===== src/dwpi_pkg.sv =====
// Shared constants, types and register codes for the dual-wheel PI speed controller.
package dwpi_pkg;

	localparam int GAIN_FRAC_BITS = 8;
	localparam int SUM_WIDTH      = 32;

	localparam int POS_W   = 16;
	localparam int TGT_W   = 8;
	localparam int ERR_W   = POS_W + 1;
	localparam int GAIN_W  = 12;
	localparam int LIMIT_W = 10;
	localparam int DUTY_W  = LIMIT_W - 1;
	localparam int DRV_W   = SUM_WIDTH + GAIN_W + 2;
	localparam int CLAMP_W = LIMIT_W + 1;

	localparam int CFG_INDEX_W = 8;
	localparam int CFG_DATA_W  = 12;

	typedef enum logic [CFG_INDEX_W-1:0] {
		REG_KP_LEFT   = 8'd0,
		REG_KP_RIGHT  = 8'd1,
		REG_KI_T      = 8'd2,
		REG_OUT_LIMIT = 8'd3
	} reg_index_t;

	localparam logic [GAIN_W-1:0]  KP_LEFT_RST   = 12'd847;
	localparam logic [GAIN_W-1:0]  KP_RIGHT_RST  = 12'd863;
	localparam logic [GAIN_W-1:0]  KI_T_RST      = 12'd64;
	localparam logic [LIMIT_W-1:0] OUT_LIMIT_RST = 10'd1023;

	typedef struct packed {
		logic [GAIN_W-1:0]  kp_left;
		logic [GAIN_W-1:0]  kp_right;
		logic [GAIN_W-1:0]  ki_t;
		logic [LIMIT_W-1:0] out_limit;
	} cfg_t;

endpackage


===== src/dwpi_if.sv =====
// Valid/ready channel interfaces: tick input, drive output and register writes.
interface dwpi_tick_if;
	import dwpi_pkg::*;
	logic                    valid;
	logic                    ready;
	logic [POS_W-1:0]        left_position;
	logic [POS_W-1:0]        right_position;
	logic signed [TGT_W-1:0] left_target;
	logic signed [TGT_W-1:0] right_target;
	modport source(output valid, left_position, right_position, left_target, right_target,
		input ready);
	modport sink(input valid, left_position, right_position, left_target, right_target,
		output ready);
endinterface

interface dwpi_duty_if;
	import dwpi_pkg::*;
	logic              valid;
	logic              ready;
	logic [DUTY_W-1:0] left_duty;
	logic              left_forward;
	logic [DUTY_W-1:0] right_duty;
	logic              right_forward;
	modport source(output valid, left_duty, left_forward, right_duty, right_forward,
		input ready);
	modport sink(input valid, left_duty, left_forward, right_duty, right_forward,
		output ready);
endinterface

interface dwpi_cfg_if;
	import dwpi_pkg::*;
	logic                   valid;
	logic                   ready;
	logic [CFG_INDEX_W-1:0] index;
	logic [CFG_DATA_W-1:0]  data;
	modport source(output valid, index, data, input ready);
	modport sink(input valid, index, data, output ready);
endinterface


===== src/dwpi_cfg_regs.sv =====
// Gain and limit registers written through the configuration channel.
module dwpi_cfg_regs
	import dwpi_pkg::*;
(
	input  logic            clk,
	input  logic            arst_n,
	dwpi_cfg_if.sink        cfg,
	output cfg_t            regs
);

	cfg_t regs_q;

	assign cfg.ready = 1'b1;
	assign regs      = regs_q;

	always_ff @(posedge clk or negedge arst_n) begin
		if (!arst_n) begin
			regs_q.kp_left   <= KP_LEFT_RST;
			regs_q.kp_right  <= KP_RIGHT_RST;
			regs_q.ki_t      <= KI_T_RST;
			regs_q.out_limit <= OUT_LIMIT_RST;
		end else if (cfg.valid) begin
			case (reg_index_t'(cfg.index))
				REG_KP_LEFT:   regs_q.kp_left   <= cfg.data[GAIN_W-1:0];
				REG_KP_RIGHT:  regs_q.kp_right  <= cfg.data[GAIN_W-1:0];
				REG_KI_T:      regs_q.ki_t      <= cfg.data[GAIN_W-1:0];
				REG_OUT_LIMIT: regs_q.out_limit <= cfg.data[LIMIT_W-1:0];
				default: ;
			endcase
		end
	end

endmodule


===== src/dwpi_integrator.sv =====
// Per-wheel speed measurement, speed error and saturating error integrator.
module dwpi_integrator
	import dwpi_pkg::*;
(
	input  logic                        clk,
	input  logic                        arst_n,
	input  logic                        advance,
	input  logic [POS_W-1:0]            position,
	input  logic signed [TGT_W-1:0]     target,
	output logic signed [ERR_W-1:0]     err_s2,
	output logic signed [SUM_WIDTH-1:0] sum_s2
);

	localparam logic signed [SUM_WIDTH-1:0] SUM_MAX = {1'b0, {(SUM_WIDTH-1){1'b1}}};
	localparam logic signed [SUM_WIDTH-1:0] SUM_MIN = {1'b1, {(SUM_WIDTH-1){1'b0}}};

	logic [POS_W-1:0]            last_pos_q;
	logic signed [SUM_WIDTH-1:0] sum_q;

	logic signed [POS_W-1:0]     speed;
	logic signed [ERR_W-1:0]     err;
	logic signed [SUM_WIDTH:0]   sum_wide;
	logic signed [SUM_WIDTH-1:0] sum_next;

	always_comb begin
		speed    = $signed(position - last_pos_q);
		err      = ERR_W'(target) - ERR_W'(speed);
		sum_wide = (SUM_WIDTH+1)'(sum_q) + (SUM_WIDTH+1)'(err);
		// top two bits disagree: the add ran past the signed range
		if (sum_wide[SUM_WIDTH] != sum_wide[SUM_WIDTH-1])
			sum_next = sum_wide[SUM_WIDTH] ? SUM_MIN : SUM_MAX;
		else
			sum_next = sum_wide[SUM_WIDTH-1:0];
	end

	always_ff @(posedge clk or negedge arst_n) begin
		if (!arst_n) begin
			last_pos_q <= '0;
			sum_q      <= '0;
		end else if (advance) begin
			last_pos_q <= position;
			sum_q      <= sum_next;
		end
	end

	always_ff @(posedge clk) begin
		if (advance) begin
			err_s2 <= err;
			sum_s2 <= sum_next;
		end
	end

endmodule


===== src/dwpi_drive.sv =====
// Per-wheel PI drive: two products, Q scaling toward zero, clamp, halving to duty.
module dwpi_drive
	import dwpi_pkg::*;
(
	input  logic [GAIN_W-1:0]           kp,
	input  logic [GAIN_W-1:0]           ki_t,
	input  logic [LIMIT_W-1:0]          out_limit,
	input  logic signed [ERR_W-1:0]     err,
	input  logic signed [SUM_WIDTH-1:0] sum,
	output logic [DUTY_W-1:0]           duty,
	output logic                        forward
);

	localparam logic signed [DRV_W-1:0] ROUND_BIAS = DRV_W'((1 << GAIN_FRAC_BITS) - 1);

	logic signed [DRV_W-1:0]   p_term;
	logic signed [DRV_W-1:0]   i_term;
	logic signed [DRV_W-1:0]   drive;
	logic signed [DRV_W-1:0]   scaled;
	logic signed [DRV_W-1:0]   lim;
	logic signed [CLAMP_W-1:0] clamped;
	logic [LIMIT_W-1:0]        mag;

	always_comb begin
		// operands widened first so the products are formed at full width
		p_term = DRV_W'($signed({1'b0, kp})) * DRV_W'(err);
		i_term = DRV_W'($signed({1'b0, ki_t})) * DRV_W'(sum);
		drive  = p_term + i_term;
		// shift toward zero: bias negatives before the arithmetic shift
		scaled = (drive[DRV_W-1] ? drive + ROUND_BIAS : drive) >>> GAIN_FRAC_BITS;
		lim    = DRV_W'($signed({1'b0, out_limit}));
		if (scaled > lim)
			clamped = CLAMP_W'(lim);
		else if (scaled < -lim)
			clamped = CLAMP_W'(-lim);
		else
			clamped = CLAMP_W'(scaled);
		mag     = clamped[CLAMP_W-1] ? LIMIT_W'(-clamped) : clamped[LIMIT_W-1:0];
		duty    = mag[LIMIT_W-1:1];
		forward = !clamped[CLAMP_W-1] && (mag[LIMIT_W-1:1] != '0);
	end

endmodule


===== src/dual_wheel_pi_speed_control.sv =====
// Top level of the dual-wheel PI speed controller.
// A tick beat accepted into the stage 1 register passes through the integrator register and
//   the result register. Throughput: one tick per cycle while the receiver takes duty beats;
//   the result register lets a new tick in while a result waits.
// Reset (arst_n low, asynchronous): gains and limit to defaults, positions and integrators
//   to zero, pipeline emptied; no clearing pass.
module dual_wheel_pi_speed_control
	import dwpi_pkg::*;
(
	input  logic       clk,
	input  logic       arst_n,
	dwpi_tick_if.sink  tick,
	dwpi_duty_if.source duty,
	dwpi_cfg_if.sink   cfg
);

	cfg_t regs;

	// stage 1: captured tick beat
	logic                    valid_s1;
	logic [POS_W-1:0]        left_pos_s1;
	logic [POS_W-1:0]        right_pos_s1;
	logic signed [TGT_W-1:0] left_tgt_s1;
	logic signed [TGT_W-1:0] right_tgt_s1;

	// stage 2: errors and updated integrators
	logic                        valid_s2;
	logic signed [ERR_W-1:0]     left_err_s2;
	logic signed [ERR_W-1:0]     right_err_s2;
	logic signed [SUM_WIDTH-1:0] left_sum_s2;
	logic signed [SUM_WIDTH-1:0] right_sum_s2;

	// result register
	logic              out_valid_q;
	logic [DUTY_W-1:0] left_duty_q;
	logic              left_fwd_q;
	logic [DUTY_W-1:0] right_duty_q;
	logic              right_fwd_q;

	logic [DUTY_W-1:0] left_duty_d;
	logic              left_fwd_d;
	logic [DUTY_W-1:0] right_duty_d;
	logic              right_fwd_d;

	logic load_out;
	logic en_s2;
	logic en_s1;
	logic adv_s1;

	// Each stage moves on when the one after it is empty or moving on too.
	assign load_out = valid_s2 && (!out_valid_q || duty.ready);
	assign en_s2    = !valid_s2 || load_out;
	assign en_s1    = !valid_s1 || en_s2;
	// integrator state updates exactly when an item leaves stage 1
	assign adv_s1   = valid_s1 && en_s2;

	assign tick.ready = en_s1;

	dwpi_cfg_regs u_cfg (
		.clk    (clk),
		.arst_n (arst_n),
		.cfg    (cfg),
		.regs   (regs)
	);

	always_ff @(posedge clk or negedge arst_n) begin
		if (!arst_n) begin
			valid_s1    <= 1'b0;
			valid_s2    <= 1'b0;
			out_valid_q <= 1'b0;
		end else begin
			if (en_s1)
				valid_s1 <= tick.valid;
			if (en_s2)
				valid_s2 <= valid_s1;
			if (load_out)
				out_valid_q <= 1'b1;
			else if (duty.ready)
				out_valid_q <= 1'b0;
		end
	end

	always_ff @(posedge clk) begin
		if (en_s1 && tick.valid) begin
			left_pos_s1  <= tick.left_position;
			right_pos_s1 <= tick.right_position;
			left_tgt_s1  <= tick.left_target;
			right_tgt_s1 <= tick.right_target;
		end
	end

	dwpi_integrator u_left_int (
		.clk      (clk),
		.arst_n   (arst_n),
		.advance  (adv_s1),
		.position (left_pos_s1),
		.target   (left_tgt_s1),
		.err_s2   (left_err_s2),
		.sum_s2   (left_sum_s2)
	);

	dwpi_integrator u_right_int (
		.clk      (clk),
		.arst_n   (arst_n),
		.advance  (adv_s1),
		.position (right_pos_s1),
		.target   (right_tgt_s1),
		.err_s2   (right_err_s2),
		.sum_s2   (right_sum_s2)
	);

	dwpi_drive u_left_drv (
		.kp        (regs.kp_left),
		.ki_t      (regs.ki_t),
		.out_limit (regs.out_limit),
		.err       (left_err_s2),
		.sum       (left_sum_s2),
		.duty      (left_duty_d),
		.forward   (left_fwd_d)
	);

	dwpi_drive u_right_drv (
		.kp        (regs.kp_right),
		.ki_t      (regs.ki_t),
		.out_limit (regs.out_limit),
		.err       (right_err_s2),
		.sum       (right_sum_s2),
		.duty      (right_duty_d),
		.forward   (right_fwd_d)
	);

	always_ff @(posedge clk) begin
		if (load_out) begin
			left_duty_q  <= left_duty_d;
			left_fwd_q   <= left_fwd_d;
			right_duty_q <= right_duty_d;
			right_fwd_q  <= right_fwd_d;
		end
	end

	assign duty.valid         = out_valid_q;
	assign duty.left_duty     = left_duty_q;
	assign duty.left_forward  = left_fwd_q;
	assign duty.right_duty    = right_duty_q;
	assign duty.right_forward = right_fwd_q;

endmodule


===== src/flat_wrapper.sv =====
// flat-port wrapper written by rule: the top's interface ports become plain ports
module dual_wheel_pi_speed_control_flat import dwpi_pkg::*;
  (clk, arst_n, tick_valid, tick_left_position, tick_right_position, tick_left_target, tick_right_target, tick_ready, duty_valid, duty_left_duty, duty_left_forward, duty_right_duty, duty_right_forward, duty_ready, cfg_valid, cfg_index, cfg_data, cfg_ready);
  dwpi_tick_if tick_i ();
  dwpi_duty_if duty_i ();
  dwpi_cfg_if cfg_i ();
  input  logic clk;
  input  logic arst_n;
  input wire logic [$bits(tick_i.valid)-1:0] tick_valid;
  input wire logic [$bits(tick_i.left_position)-1:0] tick_left_position;
  input wire logic [$bits(tick_i.right_position)-1:0] tick_right_position;
  input wire logic [$bits(tick_i.left_target)-1:0] tick_left_target;
  input wire logic [$bits(tick_i.right_target)-1:0] tick_right_target;
  output wire logic [$bits(tick_i.ready)-1:0] tick_ready;
  output wire logic [$bits(duty_i.valid)-1:0] duty_valid;
  output wire logic [$bits(duty_i.left_duty)-1:0] duty_left_duty;
  output wire logic [$bits(duty_i.left_forward)-1:0] duty_left_forward;
  output wire logic [$bits(duty_i.right_duty)-1:0] duty_right_duty;
  output wire logic [$bits(duty_i.right_forward)-1:0] duty_right_forward;
  input wire logic [$bits(duty_i.ready)-1:0] duty_ready;
  input wire logic [$bits(cfg_i.valid)-1:0] cfg_valid;
  input wire logic [$bits(cfg_i.index)-1:0] cfg_index;
  input wire logic [$bits(cfg_i.data)-1:0] cfg_data;
  output wire logic [$bits(cfg_i.ready)-1:0] cfg_ready;
  assign tick_i.valid = tick_valid;
  assign tick_i.left_position = tick_left_position;
  assign tick_i.right_position = tick_right_position;
  assign tick_i.left_target = tick_left_target;
  assign tick_i.right_target = tick_right_target;
  assign tick_ready = tick_i.ready;
  assign duty_valid = duty_i.valid;
  assign duty_left_duty = duty_i.left_duty;
  assign duty_left_forward = duty_i.left_forward;
  assign duty_right_duty = duty_i.right_duty;
  assign duty_right_forward = duty_i.right_forward;
  assign duty_i.ready = duty_ready;
  assign cfg_i.valid = cfg_valid;
  assign cfg_i.index = cfg_index;
  assign cfg_i.data = cfg_data;
  assign cfg_ready = cfg_i.ready;
  dual_wheel_pi_speed_control u_core (.clk(clk), .arst_n(arst_n), .tick(tick_i), .duty(duty_i), .cfg(cfg_i));
endmodule

===== config.mk =====
export PLATFORM = sky130hd
export DESIGN_NAME = dual_wheel_pi_speed_control_flat
export DESIGN_NICKNAME = d
export VERILOG_FILES = /design/src/dwpi_pkg.sv /design/src/dwpi_if.sv /design/src/dwpi_cfg_regs.sv /design/src/dwpi_integrator.sv /design/src/dwpi_drive.sv /design/src/dual_wheel_pi_speed_control.sv /design/src/flat_wrapper.sv
export SDC_FILE = /design/constraint.sdc
export NUM_CORES = 2
export LEC_CHECK = 0
export ABC_AREA = 1
export BUFFER_PORTS_ARGS = -buffer_cell sky130_fd_sc_hd__buf_2
export CAP_MARGIN = 10
export CORE_ASPECT_RATIO = 0.8
export CORE_MARGIN = 10
export CORE_UTILIZATION = 46
export DETAILED_ROUTE_END_ITERATION = 10
export GPL_TIMING_DRIVEN = 0
export SYNTH_ARGS = -nofsm -noshare
export SYNTH_HDL_FRONTEND = slang
export SYNTH_SLANG_ARGS = --single-unit

===== constraint.sdc =====
create_clock -name clk -period 30 [get_ports clk]
set_clock_uncertainty 0.15 [all_clocks]
set_input_delay 4.5 -clock clk [delete_from_list [all_inputs] [get_ports clk]]
set_output_delay 4.5 -clock clk [all_outputs]
set_load 0.02 [all_outputs]

Word-level counts from Yosys, hierarchy flattened
Cells that the tools add are included.

storage, ports and cells
  memories = 0
  output and inout port bits = 23
  bits in registers = 311
  word-level logic and storage cells = 84
  bits in latches = 0
  RAM bits = 0
  ROM bits = 0
  input port bits = 73

cells by class
  shift-type cells = 0
  bitwise gates (word level) = 0
  div/mod/pow operators = 0
  add/sub/neg operators = 13
  muxes and demuxes = 14
  reduce and logical (&&, ||, !) cells = 21
  order comparisons = 4
  eq/ne operators = 5
  multipliers = 4

operators by type and width
  kind                     number
  $mux W32                 4
  $add A30 B45 Y46         2
  $add A46 B9 Y46 const B  2
  $lt A38 B46 Y1           2
  $mux W46                 2
  $mul A13 B32 Y45         2
  $gt A38 B11 Y1           2
  $add A32 B17 Y33         2
  $mul A13 B17 Y30         2
  $neg A10 Y46             1
  $mux W11                 4
  $sub A8 B16 Y17          2
  $sub A16 B16 Y16         2
  $mux W10                 2
  $neg A10 Y10             2
  $reduce_bool A9 Y1       2
  $eq A8 B2 Y1 const B     2
  $eq A8 B1 Y1 const B     1
  $logic_not A8 Y1         1
  $reduce_and A2 Y1        4
  $logic_and A1 B1 Y1      5
  $logic_not A1 Y1         5
  $logic_or A1 B1 Y1       3
  $mux W1                  2
  other kinds (2)          3

Depth between registers and ports, before layout
  word-level depth = 11
  mapped depth = 67
  gate-level depth less buffers = 65

Modules after synthesis
From an unflattened synthesis, not the netlist that was laid out.

unflattened totals
  cells, all modules = 10227
  area total of the unflattened synthesis = 75661.3 µm²

by module, submodules not included
  module                                cells an instance  seq. area each (µm²)  area each (µm²)  instances
  dwpi_drive (u_core.u_left_drv)        4064               0.0                   28712.5          1
  dwpi_drive (u_core.u_right_drv)       3982               0.0                   28448.5          1
  dwpi_integrator (u_core.u_left_int)   938                2672.6                7161.9           1
  dwpi_integrator (u_core.u_right_int)  938                2672.6                7133.1           1
  dual_wheel_pi_speed_control           85                 2117.0                2180.8           1
  dwpi_cfg_regs                         220                1183.6                2024.4           1

Worst setup path before layout
No wires, ideal clock.

  path kind = reg-to-reg
  start point = register u_core.u_cfg.regs_q, in the netlist u_core.u_cfg.regs[24]
  end point = register u_core.right_fwd_q, in the netlist u_core.duty.right_forward, data pin
  slack = 19454 ps
  data required time = 29590 ps
  library setup time = 260 ps
  cell stages (with the launch flop) = 54
  data arrival time = 10136 ps
  path buffers = 3
  clock period less this slack = 10546 ps
  cell sequence = dfstp_2 > clkbuf_1 > nand2_1 > inv_1 > fa_1 > fa_1 > fa_1 > fa_1 > fa_1 > fa_1 > inv_1 > fa_1 > inv_1 > ha_1 > nand2_1 > nor2_1 > inv_1 > nor4_1 > (+18 left out) > o2111ai_1 > nand2_1 > nand2_1 > clkbuf_1 > clkbuf_1 > o21ai_0 > inv_1 > nand2_1 > nand2_1 > nand2_1 > nor2_4 > nor2_1 > nand2_1 > nand2_1 > nor2_1 > nand2_1 > nor2_1 > a21oi_1

on the way
  longest elaborated chain between the ends = 11
  elaborated cells on any way between the ends = 13
  those cells by class = 3 x add/sub; 1 x mul; 2 x order compare; 4 x mux; 3 x reduce/logical

RTL lines
  what                        RTL line                            RTL
  from (decl)                 dwpi_cfg_regs.sv:11                 cfg_t regs_q;
  $mul A13 B17 Y30 (*)        dwpi_drive.sv:26                    p_term = DRV_W'($signed({1'b0, kp})) * DRV_W'(err);
  $add A30 B45 Y46 (*)        dwpi_drive.sv:28                    drive = p_term + i_term;
  $add A46 B9 Y46             dwpi_drive.sv:30                    scaled = (drive[DRV_W-1] ? drive + ROUND_BIAS : drive) >>> GAIN_FRAC_BITS;
  $mux W46 (*)                dwpi_drive.sv:30
  $lt A38 B46 Y1              dwpi_drive.sv:34                    else if (scaled < -lim)
  $mux W11                    dwpi_drive.sv:34
  $mux W11 (*)                dwpi_drive.sv:32                    if (scaled > lim)
  $neg A10 Y10                dwpi_drive.sv:38                    mag = clamped[CLAMP_W-1] ? LIMIT_W'(-clamped) : clamped[LIMIT_W-1:0];
  $mux W10 (*)                dwpi_drive.sv:38
  via u_core.right_duty_d[3]  dual_wheel_pi_speed_control.sv:42   logic [DUTY_W-1:0] right_duty_d;
  $reduce_bool A9 Y1 (*)      dwpi_drive.sv:40                    forward = !clamped[CLAMP_W-1] && (mag[LIMIT_W-1:1] != '0);
  $logic_and A1 B1 Y1 (*)     dwpi_drive.sv:40
  via u_core.right_fwd_d      dual_wheel_pi_speed_control.sv:43   logic right_fwd_d;
  to (signal assigned)        dual_wheel_pi_speed_control.sv:137  right_fwd_q <= right_fwd_d;
  to (decl)                   dual_wheel_pi_speed_control.sv:38   logic right_fwd_q;

The timed path passes the listed nets; every way through them passes the cells marked *.
A chain may end at the register's enable or synchronous reset.

Worst setup path in the final report
  start point = register u_core.u_cfg.regs_q, in the netlist u_core.u_cfg.regs[29]
  end point = register u_core.right_fwd_q, in the netlist u_core.duty.right_forward, data pin

on the way
  longest elaborated chain between the ends = 11
  elaborated cells on any way between the ends = 13
  those cells by class = 3 x add/sub; 1 x mul; 2 x order compare; 4 x mux; 3 x reduce/logical

RTL lines
  what                     RTL line
  $mul A13 B17 Y30 (*)     dwpi_drive.sv:26
  $add A30 B45 Y46 (*)     dwpi_drive.sv:28
  $add A46 B9 Y46          dwpi_drive.sv:30
  $mux W46 (*)             dwpi_drive.sv:30
  $lt A38 B46 Y1           dwpi_drive.sv:34
  $mux W11                 dwpi_drive.sv:34
  $mux W11 (*)             dwpi_drive.sv:32
  $neg A10 Y10             dwpi_drive.sv:38
  $mux W10                 dwpi_drive.sv:38
  $reduce_bool A9 Y1       dwpi_drive.sv:40
  $logic_and A1 B1 Y1 (*)  dwpi_drive.sv:40
  via u_core.right_fwd_d   dual_wheel_pi_speed_control.sv:43

Marked as above.

==> flow_summary.yaml <==
cts:
  cts_hold_buf: 0
  cts_max_level: 2
  cts_made_buffers: 38
  clk_latency_ns: 0.62
  post-cts-setup-buffers: 0
  cts_tree: "done"
  clk_pin_slew_ns: 0.06
  clock_sinks: 311
  cts_root_buf: "clkbuf_16"
  max-clock-path-buffers: 3
  cts-resized-gates: 0
setup_path:
  crit_type: "flip-flop to flip-flop"
  endpoint_kind: "flip-flop"
  start_kind: "flip-flop"
  critPathMaxStageDelay_ns: 0.78
  crit_top_cell: "nand2_1"
  reg2regPathDepth: 53
  r2r-start: "u_core.u_cfg.regs[29]$_DFFE_PN0P_"
  r2r_end: "u_core.duty.right_forward$_DFFE_PP_"
  regToRegSetupSlack_ns: 15.02
  cp_top_family: "adder cells"
  required_ns: 30.18
  crit_slowest_cell: "fa_1"
  worst-path-buf-inv: 13
  cp.arrival_ns: 15.16
  worstPathMaxFanout: 10
drt:
  num_vias: 59800
  vias_per_cell: 5.18
  highest_layer: "met5"
  remaining_drc_errors: 0
  ant_nets: 0
  wl_met2_um: 95300
  wl_per_cell_um: 22.2
  drtIter0Drc: 6307
  drt-total-wl_um: 256000
  wl_met1_um: 118000
  wl_met3_um: 38000
  drtPass1Iterations: 6
grt:
  grt_pass1_wl_um: 384000
  grt_start_max_net_pins: 94
  antenna_found_initial: 16
  grt_pass1_vias: 59300
  gr-usage-all-layers: 0.299
  grt-ovfl-total: 0
sta:
  fin_crit_ns: 14.98
  maxSlewViolCount: 0
  max_slew_margin: 0.0543
  hold_violations: 0
  fin_crit_sh: 0.499
  tns_ns: 0
  rsz0062_at_grt: "no"
  max_freq_mhz: 66.7
  setup_violations: 0
  worst_slew_pin_slew_ns: 1.42
synth:
  synth.top_cell.area_share: 0.365
  synth_edf_count: 166
  syn_inst: 9326
  synth_warnings: 0
  avgSynthCellArea_um2: 7.69
  synth_area_leaders: "fa_1 (37%), inv_1 (14%), nand2_1 (13%), ha_1 (9.5%), edfxtp_1 (7.0%)"
  syn-cell-area_um2: 71700
  syn_nets: 11300
  synth_ff_type: "edfxtp_1"
  yosysSeqAreaShare: 0.121
  ys_types: 66
  synth_seq_cells: 311
  yosys.area.top_type: "fa_1"
  async_flop_share: 0.466
die:
  design.core.area_um2: 155000
  row_count: 129
  dieWidth_um: 461
  start_util: 0.463
  dieArea_um2: 172000
  ios: 96
  die_h_um: 373
worst_hold_path:
  hold_path.class: "flip-flop to flip-flop"
  hp-start: "u_core.u_right_int.sum_q[13]$_DFFE_PN0P_"
  whs_endpoint: "u_core.u_right_int.sum_q[13]$_DFFE_PN0P_"
  min_path_cells: 2
status:
  status: "completed"
finish:
  nets: 11400
  area_growth_pct: 6.80
  layout_commonest_cell: "inv_1"
  fin_cells: 11600
  final_cell_mix: "inv_1 (2,678), nand2_1 (2,478), fa_1 (1,307)"
  drive_above_1_share: 0.0361
placement:
  finalWeightedCongestion: 1.02
  io_buffers: 94
  dp.cells: 11500
  hpwl_um: 223000
job:
  drv_cap: 0
## cell type report
type                            instances  area (um^2)
Fill cell                           15300        78200
Multi-Input combinational cell       6039        51800
Inverter                             2690        10100
Sequential cell                       311         8650
Tap cell                             2030         2540
Buffer                                286         1160
Clock buffer                           44         1000
Timing Repair Buffer                  121          891
Clock inverter                         26          375
Antenna cell                            5         12.5
## synthesized netlist by cell type, drive strengths merged (45+ instances only)
cell type  number
inv          2686
edfxtp        166
dfrtp         119
clkbuf        241
fa           1308
nand2        2509
nor2          405
xor2          106
xnor2          76
buf            45
a21oi         275
o21ai         275
nand4          90
nand3         263
ha            544
## worst register-to-register path: cells and delay by family (launching register included)
kind / cells / cell delay, ns
and+or+nand+nor: 25 / 4.28
DFF: 1 / 0.32
adders and majority gates: 9 / 4.78
buffers and inverters: 13 / 3.38
AOI/OAI and AO/OA: 6 / 1.83
## metrics by stage
step                      setup slack (ns)  hold slack, ns  area (um^2)   util
after floorplan                      19.45           0.283        71700      -
after global placement               14.05           0.294        74700  0.483
after detailed placement             15.39           0.324        75100  0.485
after CTS                            15.35           0.340        76500  0.494
after global routing                 14.18           0.356        76600  0.495
final                                15.02           0.337        76600  0.495
## worst max-delay path by stage
stage	start	end	depth (start not counted)
2_1_floorplan	u_core.u_cfg.regs[24]$_DFFE_PN1P_	u_core.duty.right_forward$_DFFE_PP_	53
6_report	u_core.u_cfg.regs[29]$_DFFE_PN0P_	u_core.duty.right_forward$_DFFE_PP_	53
4_1_cts	u_core.u_cfg.regs[19]$_DFFE_PN0P_	u_core.duty.right_forward$_DFFE_PP_	53
5_1_grt	u_core.u_cfg.regs[29]$_DFFE_PN0P_	u_core.duty.right_forward$_DFFE_PP_	53
3_3_place_gp	u_core.u_cfg.regs[24]$_DFFE_PN1P_	u_core.duty.right_forward$_DFFE_PP_	54
3_5_place_dp	u_core.u_cfg.regs[19]$_DFFE_PN0P_	u_core.duty.right_forward$_DFFE_PP_	53
## layer usage
layer  vias to the layer above  global-route usage
met1                     29500               0.458
met2                      2614               0.388
met5                         -                   0
met4                        16              0.0546
met3                       217               0.125
li1                      27500                   -
## cell families after synthesis
kind of cell             count (synthesis)  synth area share
flip-flops                             311             0.121
adder cells (fa/ha/maj)               1852             0.460
XOR/XNOR                               182            0.0224
other                                    1         0.0000523
AND/OR/NAND/NOR                       3342             0.189
buffers and inverters                 2976             0.157
AO/OA/AOI/OAI                          662            0.0506
## sequential cells by signal, indices dropped and copies added (netlist names)
| name | count |
|---|---|
| u_core.duty.left_duty | 9 |
| u_core.duty.left_forward | 1 |
| u_core.duty.right_duty | 9 |
| u_core.duty.right_forward | 1 |
| u_core.duty.valid | 1 |
| u_core.left_pos_s1 | 16 |
| u_core.left_tgt_s1 | 8 |
| u_core.right_pos_s1 | 16 |
| u_core.right_tgt_s1 | 8 |
| u_core.u_cfg.regs | 46 |
| u_core.u_left_int.err_s2 | 17 |
| u_core.u_left_int.last_pos_q | 16 |
| u_core.u_left_int.sum_q | 32 |
| u_core.u_left_int.sum_s2 | 32 |
| u_core.u_right_int.err_s2 | 17 |
| u_core.u_right_int.last_pos_q | 16 |
| u_core.u_right_int.sum_q | 32 |
| u_core.u_right_int.sum_s2 | 32 |
| u_core.valid_s1 | 1 |
| u_core.valid_s2 | 1 |
Power is not shown: default switching activity piles up to over one toggle a cycle in this logic, so the estimate is an artifact.
